**src/hdl/tpq_pkg.sv**
```systemverilog
// ----------------------------------------------------------------------------
// Timestamp priority queue package
// Entry and cell control types, command codes and the ordering function
// shared by the queue cells and the top level.
// ----------------------------------------------------------------------------
package tpq_pkg;

   // Channel widths
   localparam int REQ_DATA_WIDTH = 40;
   localparam int REQ_USER_WIDTH = 3;
   localparam int RSP_DATA_WIDTH = 48;
   localparam int RSP_USER_WIDTH = 3;
   localparam int OCC_WIDTH      = 5;

   // Command codes
   localparam logic [1:0] CMD_INSERT  = 2'd0;
   localparam logic [1:0] CMD_REPLACE = 2'd1;
   localparam logic [1:0] CMD_REMOVE  = 2'd2;

   // One queued entry
   typedef struct packed {
      logic        kind;   // 0 snapshot, 1 update
      logic [31:0] stamp;
      logic [7:0]  id;
   } entry_type;

   // Per-cycle operation applied to every cell of the chain
   typedef enum logic [1:0] {
      OP_HOLD,
      OP_INSERT,
      OP_REMOVE,
      OP_REINSERT
   } cell_op_type;

   typedef struct packed {
      cell_op_type op;
      entry_type   key;    // entry being placed on insert or reinsert
   } cell_ctrl_type;

   // True when a must sit strictly ahead of b
   function automatic logic entry_before(entry_type a, entry_type b);
      entry_before = (a.stamp < b.stamp) ||
                     ((a.stamp == b.stamp) && (a.kind < b.kind));
   endfunction

endpackage

```
**src/hdl/tpq_cell.sv**
```systemverilog
// ----------------------------------------------------------------------------
// Timestamp priority queue cell
// One slot of the sorted chain. Compares the incoming key with its own
// entry and either keeps it, takes the key, or takes a neighbour's entry.
// ----------------------------------------------------------------------------
module tpq_cell (
   input  logic                   clock,
   input  tpq_pkg::cell_ctrl_type ctrl,
   input  logic                   at_head,     // first cell of the chain
   input  logic                   slot_valid,  // slot lies below the fill count
   input  logic                   prev_b,      // key goes before the cell towards the head
   input  logic                   next_b,      // key goes before the cell towards the tail
   input  tpq_pkg::entry_type     prev_entry,
   input  tpq_pkg::entry_type     next_entry,
   output logic                   b_out,
   output tpq_pkg::entry_type     entry_out
);
   import tpq_pkg::*;

   entry_type entry_ff, entry_in;
   logic      lower_b;

   // Key goes at or ahead of this slot (an empty slot always qualifies)
   assign b_out = !slot_valid || entry_before(ctrl.key, entry_ff);

   // After a head removal the chain is shifted by one; the head has no lower slot
   assign lower_b = b_out && !at_head;

   // Next slot contents
   always_comb begin
      entry_in = entry_ff;
      case (ctrl.op)
         OP_INSERT: begin
            if (prev_b) begin
               entry_in = prev_entry;
            end else if (b_out) begin
               entry_in = ctrl.key;
            end
         end
         OP_REMOVE: begin
            entry_in = next_entry;
         end
         OP_REINSERT: begin
            if (lower_b) begin
               entry_in = entry_ff;
            end else if (next_b) begin
               entry_in = ctrl.key;
            end else begin
               entry_in = next_entry;
            end
         end
         default: begin
            entry_in = entry_ff;
         end
      endcase
   end

   always_ff @(posedge clock) begin
      entry_ff <= entry_in;
   end

   assign entry_out = entry_ff;

endmodule

```
**src/hdl/timestamp_priority_queue_top.sv**
```systemverilog
// ----------------------------------------------------------------------------
// Timestamp priority queue
// Bounded queue of source identifiers kept sorted by time, snapshot before
// update on equal time, arrival order otherwise. Built as a chain of cells.
//
//   Channel | Dir | Transfer carries
//   req_    | in  | command, entry id, time, type
//   rsp_    | out | head entry, occupancy, rejected flag
//
// All cells compare against the key in parallel and shift on the same edge,
// so one transfer per cycle is taken while the response is not stalled.
// The response is registered and appears in the cycle after its command.
// A stalled response holds req_tready low until it is taken.
// Synchronous active-high reset empties the queue; slots need no clearing.
// ----------------------------------------------------------------------------
module timestamp_priority_queue_top #(
   parameter int QUEUE_DEPTH = 16
) (
   input  logic                                clock,
   input  logic                                reset,
   input  logic                                req_tvalid,
   output logic                                req_tready,
   input  logic [tpq_pkg::REQ_DATA_WIDTH-1:0]  req_tdata,  // entry_id, entry_time
   input  logic [tpq_pkg::REQ_USER_WIDTH-1:0]  req_tuser,  // cmd, entry_type
   output logic                                rsp_tvalid,
   input  logic                                rsp_tready,
   output logic [tpq_pkg::RSP_DATA_WIDTH-1:0]  rsp_tdata,  // head_id, head_time, occupancy
   output logic [tpq_pkg::RSP_USER_WIDTH-1:0]  rsp_tuser   // head_valid, head_type, rejected
);
   import tpq_pkg::*;

   localparam int CountWidth = $clog2(QUEUE_DEPTH + 1);

   logic [CountWidth-1:0] count_ff, count_in;
   logic                  rsp_valid_ff, rsp_valid_in;
   logic                  rejected_ff, rejected_in;

   entry_type     cell_entry [QUEUE_DEPTH];
   logic          cell_b     [QUEUE_DEPTH];
   cell_ctrl_type ctrl;
   entry_type     req_entry;
   entry_type     head;
   logic [1:0]    req_cmd;
   logic          accept;
   logic          empty;
   logic          full;

   // Request decode
   assign req_cmd         = req_tuser[1:0];
   assign req_entry.id    = req_tdata[7:0];
   assign req_entry.stamp = req_tdata[39:8];
   assign req_entry.kind  = req_tuser[2];

   assign req_tready = !rsp_valid_ff || rsp_tready;
   assign accept     = req_tvalid && req_tready;
   assign empty      = (count_ff == '0);
   assign full       = (count_ff == CountWidth'(QUEUE_DEPTH));

   // Command decode into a chain operation
   always_comb begin
      ctrl.op     = OP_HOLD;
      ctrl.key    = req_entry;
      count_in    = count_ff;
      rejected_in = rejected_ff;
      if (accept) begin
         rejected_in = 1'b0;
         case (req_cmd)
            CMD_INSERT: begin
               if (full) begin
                  rejected_in = 1'b1;
               end else begin
                  ctrl.op  = OP_INSERT;
                  count_in = count_ff + CountWidth'(1);
               end
            end
            CMD_REPLACE: begin
               if (empty) begin
                  rejected_in = 1'b1;
               end else if (cell_entry[0].stamp != req_entry.stamp) begin
                  ctrl.op        = OP_REINSERT;
                  ctrl.key.id    = cell_entry[0].id;
                  ctrl.key.kind  = cell_entry[0].kind;
               end
            end
            CMD_REMOVE: begin
               if (empty) begin
                  rejected_in = 1'b1;
               end else begin
                  ctrl.op  = OP_REMOVE;
                  count_in = count_ff - CountWidth'(1);
               end
            end
            default: begin
               rejected_in = 1'b0;
            end
         endcase
      end
   end

   // Response valid: set by a transfer in, cleared when taken
   always_comb begin
      if (accept) begin
         rsp_valid_in = 1'b1;
      end else if (rsp_tready) begin
         rsp_valid_in = 1'b0;
      end else begin
         rsp_valid_in = rsp_valid_ff;
      end
   end

   always_ff @(posedge clock) begin
      if (reset) begin
         count_ff     <= '0;
         rsp_valid_ff <= 1'b0;
         rejected_ff  <= 1'b0;
      end else begin
         count_ff     <= count_in;
         rsp_valid_ff <= rsp_valid_in;
         rejected_ff  <= rejected_in;
      end
   end

   // Cell chain, head at index 0
   for (genvar g = 0; g < QUEUE_DEPTH; g++) begin : g_cell
      logic      prev_b, next_b;
      entry_type prev_entry, next_entry;

      if (g == 0) begin : g_first
         assign prev_b     = 1'b0;
         assign prev_entry = '0;
      end else begin : g_mid_lo
         assign prev_b     = cell_b[g-1];
         assign prev_entry = cell_entry[g-1];
      end

      if (g == QUEUE_DEPTH - 1) begin : g_last
         assign next_b     = 1'b1;
         assign next_entry = '0;
      end else begin : g_mid_hi
         assign next_b     = cell_b[g+1];
         assign next_entry = cell_entry[g+1];
      end

      tpq_cell u_cell (
         .clock      (clock),
         .ctrl       (ctrl),
         .at_head    (g == 0),
         .slot_valid (count_ff > CountWidth'(g)),
         .prev_b     (prev_b),
         .next_b     (next_b),
         .prev_entry (prev_entry),
         .next_entry (next_entry),
         .b_out      (cell_b[g]),
         .entry_out  (cell_entry[g])
      );
   end

   // Response formatting; head reads as zero when empty
   assign head       = empty ? '0 : cell_entry[0];
   assign rsp_tvalid = rsp_valid_ff;
   assign rsp_tdata  = {3'b000, OCC_WIDTH'(count_ff), head.stamp, head.id};
   assign rsp_tuser  = {rejected_ff, head.kind, !empty};

   // Checks
   a_count_bound: assert property (@(posedge clock) disable iff (reset)
      count_ff <= CountWidth'(QUEUE_DEPTH))
      else $error("fill count beyond queue depth");

   a_head_order: assert property (@(posedge clock) disable iff (reset)
      (count_ff >= CountWidth'(2)) |-> !entry_before(cell_entry[1], cell_entry[0]))
      else $error("head and second entry out of order");

   a_full_reject: assert property (@(posedge clock) disable iff (reset)
      (accept && req_cmd == CMD_INSERT && full) |=> (rejected_ff && full))
      else $error("insert into full queue not refused");

   a_remove_count: assert property (@(posedge clock) disable iff (reset)
      (accept && req_cmd == CMD_REMOVE && !empty) |=>
         (count_ff == $past(count_ff) - CountWidth'(1) && !rejected_ff))
      else $error("remove did not drop one entry");

endmodule
```
**config.mk**
```make
export PLATFORM = sky130hd
export DESIGN_NAME = timestamp_priority_queue_top
export DESIGN_NICKNAME = d
export VERILOG_FILES = /design/src/hdl/tpq_pkg.sv /design/src/hdl/tpq_cell.sv /design/src/hdl/timestamp_priority_queue_top.sv
export SDC_FILE = /design/constraint.sdc
export NUM_CORES = 2
export LEC_CHECK = 0
export BUFFER_PORTS_ARGS = -buffer_cell sky130_fd_sc_hd__clkbuf_2
export CORE_UTILIZATION = 40
export CTS_BUF_LIST = sky130_fd_sc_hd__clkbuf_8
export DETAILED_ROUTE_END_ITERATION = 12
export GPL_TIMING_DRIVEN = 0
export PLACE_DENSITY = 0.57
export SYNTH_ARGS = -nofsm -noshare
export SYNTH_HDL_FRONTEND = slang
export SYNTH_SLANG_ARGS = --single-unit
```
**constraint.sdc**
```tcl
create_clock -name clock -period 20.1 [get_ports clock]
set_input_delay 3.015 -clock clock [delete_from_list [all_inputs] [get_ports clock]]
set_output_delay 3.015 -clock clock [all_outputs]
set_load 0.02 [all_outputs]
```
==> flow_summary.yaml <==
run_status:
  violations: "capacitance limit, slew limit"
  status: "finished, violations left"
worst_setup_path:
  cp-end-kind: "flop"
  cp-endpoint: "g_cell[1].u_cell.entry_out[16]"
  arrival_ps: 12420
  reg2reg_to: "g_cell[1].u_cell.entry_out[16]"
  crit_required_ps: 20600
  start_kind: "input port"
  crit_start: "req_tdata[8]"
  worstReg2RegStart: "g_cell[0].u_cell.entry_out[39]"
  r2r_slack_ps: 11540
  critPathKind: "in -> reg"
  ff2ff_path_depth: 15
  path_max_fanout: 108
floorplan:
  start_util_pct: 40.55
  dieArea_um2: 145800
  io_pins: 100
  die_height_um: 381.8
  fp-row-count: 138
  coreArea_um2: 142300
  die_width_um: 381.8
cts:
  clkLatencyLatePin_ps: 910
  clock_path_buffers: 3
  hold_buffers: 0
  htree_levels: 4
  cts_setup_buffers: 0
  cts_buffers: 140
  cts-resized-gates: 0
  clkSlewWorstSetupHoldPaths_ps: 60
  cts.sinks: 663
  clock-root-buffer: "clkbuf_8"
  cts_tree: "built"
cells_and_area:
  mostFrequentLayoutCells: "edfxtp_1 (656), inv_1 (586), nand2_1 (576)"
  finalInstanceArea_um2: 63410
  drive_above_1_share_pct: 9.471
  fin_nets: 7161
  n_fill_cell: 14260
  syn2layout_area_growth_pct: 9.911
  layout_commonest_cell: "edfxtp_1"
hold_path:
  hp-class: "reg -> reg"
  worstHoldStart: "rejected_ff"
drt:
  routed_via_density: 6.850
  routed.top_layer: "met5"
  vias: 58850
  final_antenna_net_count: 0
  first_pass_iters: 9
  drc: 0
  routed_wirelength_um: 284800
  m1WireLength_um: 118400
  dr_wl_met3_um: 33120
  drt-initial-drc-count: 9558
  routed-wl-met2_um: 117700
  wire_per_inst_um: 33.15
synth:
  synthesis.instances: 6338
  synthAdderAreaFrac_pct: 11.32
  async_flop_share_pct: 0
  synth_top_family_by_area: "compound AO/OA/AOI/OAI gates"
  synthSimpleGateAreaFrac_pct: 10.54
  ys.flop_type: "edfxtp_1"
  synth_cell_types: 90
  synth-seq-cells: 663
  synth-edff-count: 656
  yosys_warnings: 0
  synthXorXnorAreaFrac_pct: 0.03036
  yosysSeqAreaShare_pct: 34.39
  synth_area_um2: 57690
  synth.area.mux_share_pct: 7.506
  synth_compound_area_share_pct: 28.71
  avgSynthCellArea_um2: 9.102
grt:
  grt_usage_pct: 37.88
  grt_overflow: 0
  grt_pass1_wl_um: 402100
  grt_max_degree: 115
  antenna_found_initial: 10
  grt_pass1_vias: 55780
timing:
  setup_viol_count_final: 0
  slew_viol_final: 44
  finalCritPeriodShare_pct: 59.30
  finalSetupTns_ps: 0
  worst_pin_slew_ps: 1616
  max_slew_margin_pct: -9.142
  skew_ps: 51.62
  fmax_mhz: 83.90
  rsz0062_at_grt: "false"
  hold_viol_final: 0
  min_period_ps: 11920
power:
  peakVddDrop_uv: 59.14
  p_per_area_nw_per_um2: 73.06
  leakagePower_uw: 0.02597
job:
  maxCapViolations: 9
placed_design:
  io_buffers: 94
  dpl-instance-area_um2: 60880
  place_hpwl_um: 227800
  gp_congestion: 1.031
## sequential cells by signal (all words and copies together), names as in the netlist
register and cells:
g_cell.u_cell.entry_out 656, rsp_tvalid 1, count_ff 5, rejected_ff 1
## where the power goes
group / internal (uW) / leakage (uW) / switching [uW] / total [uW]
registers: 1710 / 0.00609 / 124 / 1830
logic: 464 / 0.0185 / 921 / 1380
clock network: 692 / 0.00140 / 724 / 1420
## layout make-up
cell class / instances / area, um^2 / area share, %
clock buffer: 149 / 2051 / 3.234
sequential: 663 / 19840 / 31.29
clock inverter: 95 / 427.9 / 0.6748
buffer: 529 / 2267 / 3.575
inverter: 549 / 2068 / 3.262
tap: 1890 / 2365 / 3.729
multi-input combinational: 4599 / 33600 / 52.99
antenna: 8 / 20.02 / 0.03157
timing repair buffer: 110 / 770.7 / 1.215
## worst max-delay path: stages
cell	delay (ps)
clkbuf_1	790
inv_1	820
ha_1	540
nand4_1	110
or4_4	190
o31a_1	150
buf_4	250
o21a_1	590
clkbuf_1	800
clkbuf_1	1040
clkbuf_1	1170
a21oi_2	440
inv_8	700
buf_16	460
buf_16	470
buf_16	400
## cell usage after synthesis (111+ instances only)
master	count	share of area (%)
inv_1	549	3.6
edfxtp_1	656	34
mux2_2	137	2.7
a211oi_1	171	2.2
a221oi_1	203	3.1
clkbuf_1	379	2.5
o22ai_1	363	3.9
nand2_1	576	3.7
nor2_1	281	1.8
o21ai_0	316	2.7
ha_1	522	11
mux2i_1	268	4.6
a22o_1	111	1.7
a21oi_1	412	3.6
## worst min path at each step
stage / end / slack [ps] / cells after the start
global route: rejected_ff / 570 / 2
floorplan: rejected_ff / 460 / 2
finish: rejected_ff / 550 / 2
detailed placement: rejected_ff / 530 / 2
global placement: rejected_ff / 480 / 2
CTS: rejected_ff / 540 / 2
## cell families after synthesis
kind of cell / after synthesis
flip-flops: 663
other: 1
AND/OR/NAND/NOR: 1322
adder cells (fa/ha/maj): 522
multiplexers: 414
buffers and inverters: 1078
AO/OA/AOI/OAI: 2336
XOR/XNOR: 2
## per-layer routing
metal	vias up	global-route usage, %
met1	29010	52.39
met5	-	0
li1	25360	-
met2	3827	54.53
met3	647	9.160
met4	2	19.19
## per-stage QoR
step	power (uW)	std cells	hold WS (ps)	setup slack, ps	util (%)
after floorplan	2721	6340	458.3	2580	-
after global placement	3238	8324	484.4	-8972	42.55
after detailed placement	3186	8339	527.0	7562	42.79
after CTS	4585	8583	543.8	8498	44.53
after global routing	4795	8586	569.5	8383	44.56
final	4632	8592	546.5	8181	44.57
Power figures use the tool's default switching activity.
